File: src/mdr_pkg.sv
package mdr_pkg;

    // Fixed field widths
    localparam int DUTY_W = 7;
    localparam int DIR_W  = 2;
    localparam int TICK_W = 16;

    localparam int S_TDATA_W = 16;
    localparam int M_TDATA_W = 16;

    // Duty ceiling in percent
    localparam logic [DUTY_W-1:0] MAX_DUTY = 7'd100;

    // Reset value of the step interval register
    localparam logic [TICK_W-1:0] TICKS_PER_STEP_RST = 16'd2;

    localparam logic [TICK_W-1:0] TICK_SAT = '1;

    // Direction and bridge mode codes
    typedef enum logic [DIR_W-1:0] {
        DIR_STOP = 2'd0,
        DIR_CW   = 2'd1,
        DIR_CCW  = 2'd2,
        DIR_BAD  = 2'd3
    } dir_t;

    // One input item
    typedef struct packed {
        logic [DIR_W-1:0]  target_direction;
        logic [DUTY_W-1:0] target_duty;
    } item_t;

    // Controller state carried from item to item
    typedef struct packed {
        logic [DUTY_W-1:0] duty_now;
        logic [DIR_W-1:0]  direction_now;
        logic              braked;
        logic [TICK_W-1:0] tick_count;
    } ctrl_state_t;

    // One result item
    typedef struct packed {
        logic              direction_issued;
        logic              brake_issued;
        logic              duty_written;
        logic [DIR_W-1:0]  bridge_mode;
        logic [DUTY_W-1:0] duty_level;
    } result_t;

    typedef struct packed {
        logic [TICK_W-1:0] tick_count;
        logic              step_due;
    } tick_res_t;

    // Count one tick, saturating; report when a duty step is due
    function automatic tick_res_t count_tick(input logic [TICK_W-1:0] cnt,
                                             input logic [TICK_W-1:0] per_step);
        tick_res_t         res;
        logic [TICK_W-1:0] inc;
        inc = (cnt != TICK_SAT) ? cnt + 1'b1 : cnt;
        if (inc >= per_step) begin
            res.tick_count = inc - per_step;
            res.step_due   = 1'b1;
        end else begin
            res.tick_count = inc;
            res.step_due   = 1'b0;
        end
        return res;
    endfunction

endpackage

File: src/mdr_in_reg.sv
module mdr_in_reg
    import mdr_pkg::*;
(
    input  logic                 aclk,
    input  logic                 aresetn,
    input  logic                 s_tvalid,
    output logic                 s_tready,
    input  logic [S_TDATA_W-1:0] s_tdata,
    input  logic                 advance,
    output logic                 item_valid,
    output item_t                item
);

    logic  valid_reg;
    item_t item_reg;

    // Accept when empty or when the held item moves on this cycle
    assign s_tready   = !valid_reg || advance;
    assign item_valid = valid_reg;
    assign item       = item_reg;

    // Hold the accepted item until the result stage takes it
    always_ff @(posedge aclk) begin
        if (!aresetn) begin
            valid_reg <= 1'b0;
        end else if (s_tready) begin
            valid_reg <= s_tvalid;
        end
        if (s_tvalid && s_tready) begin
            item_reg.target_duty      <= s_tdata[DUTY_W-1:0];
            item_reg.target_direction <= s_tdata[DUTY_W+DIR_W-1:DUTY_W];
        end
    end

endmodule

File: src/mdr_step.sv
module mdr_step
    import mdr_pkg::*;
(
    input  item_t             item,
    input  ctrl_state_t       state_cur,
    input  logic [TICK_W-1:0] ticks_per_step,
    output ctrl_state_t       state_next,
    output result_t           result
);

    always_comb begin
        logic [DUTY_W-1:0] tgt;
        logic [DIR_W-1:0]  req;
        ctrl_state_t       st;
        tick_res_t         tr;
        logic              wrote;
        logic              brk;
        logic              eng;

        st    = state_cur;
        tr    = '0;
        wrote = 1'b0;
        brk   = 1'b0;
        eng   = 1'b0;

        // Saturate the target and fold the unused direction code into stop
        tgt = (item.target_duty > MAX_DUTY) ? MAX_DUTY : item.target_duty;
        req = (item.target_direction == DIR_BAD) ? DIR_STOP : item.target_direction;

        // Ramp down ahead of a direction change
        if (st.direction_now != req && st.duty_now != '0) begin
            tr            = count_tick(st.tick_count, ticks_per_step);
            st.tick_count = tr.tick_count;
            if (tr.step_due) begin
                st.duty_now = st.duty_now - 1'b1;
                wrote       = 1'b1;
                st.braked   = 1'b0;
            end
        end

        // Brake once the duty is down to zero
        if (st.direction_now != req && st.duty_now == '0 &&
            (!st.braked || st.direction_now != DIR_STOP)) begin
            st.tick_count    = '0;
            st.direction_now = DIR_STOP;
            st.braked        = 1'b1;
            brk              = 1'b1;
        end

        // Engage the requested direction at zero duty
        if (st.direction_now == DIR_STOP && req != DIR_STOP) begin
            st.tick_count    = '0;
            st.direction_now = req;
            eng              = 1'b1;
        end

        // Step toward the target duty
        if (st.direction_now == req && st.direction_now != DIR_STOP &&
            st.duty_now != tgt) begin
            tr            = count_tick(st.tick_count, ticks_per_step);
            st.tick_count = tr.tick_count;
            if (tr.step_due) begin
                st.duty_now = (st.duty_now > tgt) ? st.duty_now - 1'b1
                                                  : st.duty_now + 1'b1;
                wrote       = 1'b1;
                st.braked   = 1'b0;
            end
        end

        state_next              = st;
        result.duty_level       = st.duty_now;
        result.bridge_mode      = st.direction_now;
        result.duty_written     = wrote;
        result.brake_issued     = brk;
        result.direction_issued = eng;
    end

endmodule

File: src/motor_duty_ramp_with_reversal.sv
// Motor PWM duty slew ramp with brake before reversal.
//
// Input channel s_*: one item per control tick carrying the requested duty
// and direction. Result channel m_*: exactly one result per input item with
// the duty after the tick, the bridge mode and the duty/brake/direction
// command flags. cfg_*: write port for the step interval (ticks per one
// percent of duty change); write it only while no items are in flight.
//
// Pipeline: the item is registered in the input register when accepted, and
// its result is registered in the result register, from which it is taken.
// Throughput: one item per cycle while the receiver takes results; the
// controller state update and the result are computed combinationally
// between the input register and the result register.
//
// Reset (aresetn low, synchronous) drops both channels' valid, sets duty to
// zero, the bridge to stopped, clears the tick counter and loads a step
// interval of two. When the receiver stalls, the result register holds and
// the input register takes one more item if it is empty, then s_tready drops.
module motor_duty_ramp_with_reversal
    import mdr_pkg::*;
(
    input  logic                 aclk,
    input  logic                 aresetn,
    // Input items
    input  logic                 s_tvalid,
    output logic                 s_tready,
    input  logic [S_TDATA_W-1:0] s_tdata,   // [6:0] target_duty, [8:7] target_direction
    // Result items
    output logic                 m_tvalid,
    input  logic                 m_tready,
    output logic [M_TDATA_W-1:0] m_tdata,   // [6:0] duty_level, [8:7] bridge_mode,
                                            // [9] duty_written, [10] brake_issued,
                                            // [11] direction_issued
    // Step interval register write
    input  logic                 cfg_valid,
    output logic                 cfg_ready,
    input  logic [TICK_W-1:0]    cfg_data
);

    logic              item_valid;
    item_t             item;
    logic              advance;
    ctrl_state_t       state_reg;
    ctrl_state_t       state_next;
    result_t           result_next;
    result_t           result_reg;
    logic              out_valid_reg;
    logic [TICK_W-1:0] ticks_per_step_reg;

    // Move the held item through when the result register is free
    assign advance   = item_valid && (!out_valid_reg || m_tready);
    assign cfg_ready = 1'b1;

    mdr_in_reg u_in_reg (
        .aclk       (aclk),
        .aresetn    (aresetn),
        .s_tvalid   (s_tvalid),
        .s_tready   (s_tready),
        .s_tdata    (s_tdata),
        .advance    (advance),
        .item_valid (item_valid),
        .item       (item)
    );

    mdr_step u_step (
        .item           (item),
        .state_cur      (state_reg),
        .ticks_per_step (ticks_per_step_reg),
        .state_next     (state_next),
        .result         (result_next)
    );

    // Step interval register
    always_ff @(posedge aclk) begin
        if (!aresetn) begin
            ticks_per_step_reg <= TICKS_PER_STEP_RST;
        end else if (cfg_valid && cfg_ready) begin
            ticks_per_step_reg <= cfg_data;
        end
    end

    // Advance controller state and load the result register
    always_ff @(posedge aclk) begin
        if (!aresetn) begin
            state_reg     <= '0;
            out_valid_reg <= 1'b0;
        end else begin
            if (advance) begin
                state_reg <= state_next;
            end
            if (advance) begin
                out_valid_reg <= 1'b1;
            end else if (m_tready) begin
                out_valid_reg <= 1'b0;
            end
        end
        if (advance) begin
            result_reg <= result_next;
        end
    end

    assign m_tvalid = out_valid_reg;
    assign m_tdata  = {{(M_TDATA_W - $bits(result_t)){1'b0}}, result_reg};

endmodule

File: config.mk
export PLATFORM = sky130hd
export DESIGN_NAME = motor_duty_ramp_with_reversal
export DESIGN_NICKNAME = d
export VERILOG_FILES = /design/src/mdr_pkg.sv /design/src/mdr_in_reg.sv /design/src/mdr_step.sv /design/src/motor_duty_ramp_with_reversal.sv
export SDC_FILE = /design/constraint.sdc
export NUM_CORES = 1
export LEC_CHECK = 0
export BUFFER_PORTS_ARGS = -buffer_cell sky130_fd_sc_hd__buf_2
export CAP_MARGIN = 25
export CORE_ASPECT_RATIO = 1.4
export CORE_MARGIN = 5
export CORE_UTILIZATION = 35
export DETAILED_ROUTE_END_ITERATION = 10
export PLACE_DENSITY_LB_ADDON = 0.05
export SLEW_MARGIN = 20
export SYNTH_ARGS = -nofsm -noshare
export SYNTH_HDL_FRONTEND = slang
export SYNTH_SLANG_ARGS = --single-unit
File: constraint.sdc
create_clock -name aclk -period 11 [get_ports aclk]
set_clock_uncertainty 0.05 [all_clocks]
set_input_delay 0.55 -clock aclk [delete_from_list [all_inputs] [get_ports aclk]]
set_output_delay 0.55 -clock aclk [all_outputs]
set_load 0.01 [all_outputs]
==> summary.md <==
| Metric | Value |
|---|---|
| Reg2Reg Setup Slack | between 1 and 1.5 ns |
| Max cap viols | 0 |
| RR Endpoint | state_reg[6] |
| Top FF cell, synth | dfxtp_1 |
| Worst Reg2Reg Path Length in Cells | 34 |
| Worst r2r src | state_reg[0] |
| WL met2 | approximately 12,000 um |
| Layout area overhead | 11.8% |
| Initial antenna violation count | 0 |
| Vias in the first global route | around 6,600 |
| Die span in y | between 150 and 200 um |
| Worst Hold Class | input port to flop |
| Crit-path slowest cell | mux2i_2 |
| Setup TNS | 0 ns |
| Diodes inserted | 0 |
| CORE AREA | 0.0186 mm2 |
| Syn Area/Cell | between 7 and 8 um2 |
| Worst-skew pair later-pin latency | roughly 0.35 ns |
| Total length of routed met3 wires | approximately 970 um |
| GP Congestion | slightly above 0.9 |
| Initial Util | a little over a third |
| Total GRT Usage | 20.9% |
| Worst EP arrival | 10.05 ns |
| Max reg flops | 26 |
| Post-synth ARST share | 0% |
| Vias | 6,408 |
| Avg WL per Cell | ~21 um |
| H-tree Lvls | 3 |
| Cell area after synthesis | ~0.0066 mm2 |
| Max-slew headroom | between 30% and 40% |
| Final Hold Fails | 0 |
| Top layer in use | met4 |
| Max incr delay on CP | around 0.54 ns |
| Vias/cell | around 5.7 |
| Worst-margin pin slew | roughly 1 ns |
| Endpoints failing setup | 0 |
| Post-CTS resize count | 0 |
| Die footprint | between 0.02 and 0.025 mm2 |
| Unrepaired setup endpoints after global routing | no |
| 1st-iter DRT viols | around 340 |
| Cell variety after synth | 91 |
| Rows | roughly 60 |
| Setup Fix Bufs, Post-CTS | 0 |
| Yosys reg bits | between 60 and 70 |
| Worst VDD drop | 0.0000627 V |
| Slew Viols, Final | 0 |
| Crit path capture type | flop |
| CTS tree | built |
| Drt first pass iters | 7 |
| Remaining Overflow, GRT | 0 |
| IO Pins | 56 |
| CTS Sinks | 65 |
| Total Wirelength | around 23,000 um |
| Tcrit/Tclk final | 89.3% |
| Pwr per Cell Area | ~110 mW/mm2 |
| Worst setup path category | flop to flop |
| Number of synthesized flops with an enable pin | 21 |
| IO buf count | between 40 and 50 |
| Reg clk slew, reported paths | ~0.06 ns |
| Hpwl dp | 18,400 um |
| CP startpoint | state_reg[0] |
| CTS max path bufs | 2 |
| YS warnings | 0 |
| Setup crit end | state_reg[6] |
| Worst EP required | around 11 ns |
| Layout cell share with drive strength beyond 1 | roughly an eighth |
| Tmin final | about 10 ns |
| Antenna viol nets, final | 0 |
| Finished Core Util | approximately 40% |
| Hold Buf Count CTS | 0 |
| First-pass GRT wire length | 35,400 um |
| Fin Hold WS | between 0.3 and 0.4 ns |
| CTS root buf | clkbuf_16 |
| CTS buffer count | 9 |
| Register area share after synthesis | a little under a quarter |
| Mapped Cells | between 800 and 900 |
| Run status | completed |
| Fin nets | between 900 and 1,000 |
| Pin count of the biggest net entering global routing | 37 |
| Startpoint Class | flop |
| Die width | approximately 130 um |
| Lkg Pwr | 0.00300 uW |
| Routed length on met1 | slightly below 9000 um |
| Max Fclk | around 100 MHz |
| Residual DRC | 0 |
| Crit Path Max Fanout | 9 |
## Yosys cell counts (18+ instances only)
master	count	area share [%]
mux2i_1	22	3.3
inv_1	45	2.6
dfxtp_1	44	13
ha_1	50	9.5
nand2_1	77	4.4
o21ai_0	38	2.9
nor2b_1	28	2.7
nand3_1	24	1.8
nor2_1	60	3.4
xnor2_1	40	5.3
nand4_1	20	1.9
edfxtp_1	21	9.5
nor3_1	20	1.5
a21oi_1	53	4.0
xor2_1	18	2.4
clkbuf_1	20	1.1
## worst min-delay path by stage
stage	cells after the start	start	slack, ns	to
3_5_place_dp	2	ticks_per_step_reg[8]	0.46	ticks_per_step_reg[8]
6_report	1	s_tdata[3]	0.32	u_in_reg.item[3]
4_1_cts	1	s_tdata[2]	0.31	u_in_reg.item[2]
3_3_place_gp	2	ticks_per_step_reg[11]	0.45	ticks_per_step_reg[11]
5_1_grt	1	s_tdata[1]	0.30	u_in_reg.item[1]
2_1_floorplan	2	state_reg[20]	0.43	state_reg[20]
## cells in the final DEF (no fill, tap or decap), drive strengths merged, types with 4 or more instances in the layout
master  instances
or3            11
nand3          25
o211ai          7
dfxtp          44
a221o           7
o21ai          46
a22o            4
edfxtp         21
and3            8
ha             50
or2             8
o22ai           5
xnor2          40
xor2           18
nand2b         10
buf            61
or4             5
a31oi          10
nor2b          28
and2            7
mux2i          23
clkbuf         10
o31ai           4
nor4            8
a21o           11
a21boi         10
nand4          22
nand2          79
a21oi          57
o21a           17
o21bai          9
nor2           63
nor3           21
conb            5
inv            47
a211oi         10
## critical path, delay by kind of cell, from the launching register on
kind	cells	cell delay [ns]
AOI/OAI and AO/OA	11	2.84
muxes	1	0.54
DFF	1	0.45
buffers and inverters	2	0.45
and+or+nand+nor	16	4.02
adders and majority gates	4	1.35
## area by class of cell
class / count / area [um2]
repair buffers: 61 / 350
well taps: 244 / 305
clock buffers: 10 / 239
flip-flops and latches: 65 / 1510
inverters: 45 / 169
multi-input cells: 684 / 4740
fillers: 1969 / 11200
clock inverters: 6 / 73.8
## power by group
| part | total (uW) | leakage, uW | internal, uW | switching (uW) |
|---|---|---|---|---|
| sequential | 267 | 0.000563 | 259 | 7.98 |
| combinational | 225 | 0.00228 | 85.4 | 139 |
| clock | 314 | 0.000154 | 185 | 129 |
## metrics by stage
stage | total power (uW) | instance area (um2) | cells | setup WS (ns)
after floorplan | 427 | 6620 | 836 | 2.91
after global routing | 845 | 7390 | 1115 | 0.602
after global placement | 493 | 7070 | 1099 | 1.13
after CTS | 812 | 7390 | 1115 | 1.12
after detailed placement | 495 | 7070 | 1099 | 1.14
final | 806 | 7390 | 1115 | 1.17
## cells by family (layout without fill, tap and decap cells)
logic type	after synthesis	in the layout	share of synthesized area, %
AOI/OAI and AO/OA	237	237	24.9
xor gates and xnor gates	58	58	7.69
adders and majority gates	53	53	10.4
buffers and inverters	87	122	5.68
DFF	65	65	22.9
muxes	25	25	3.88
other	2	5	0.114
and+or+nand+nor	306	306	24.5
## per-layer routing
layer  global-route usage (%)  vias to the layer above
met3                     3.30                       63
met5                        0                        -
met1                     22.1                     3053
li1                         -                     3110
met4                     11.2                        0
met2                     39.1                      182
No activity file was read; power rests on OpenSTA's default activity.
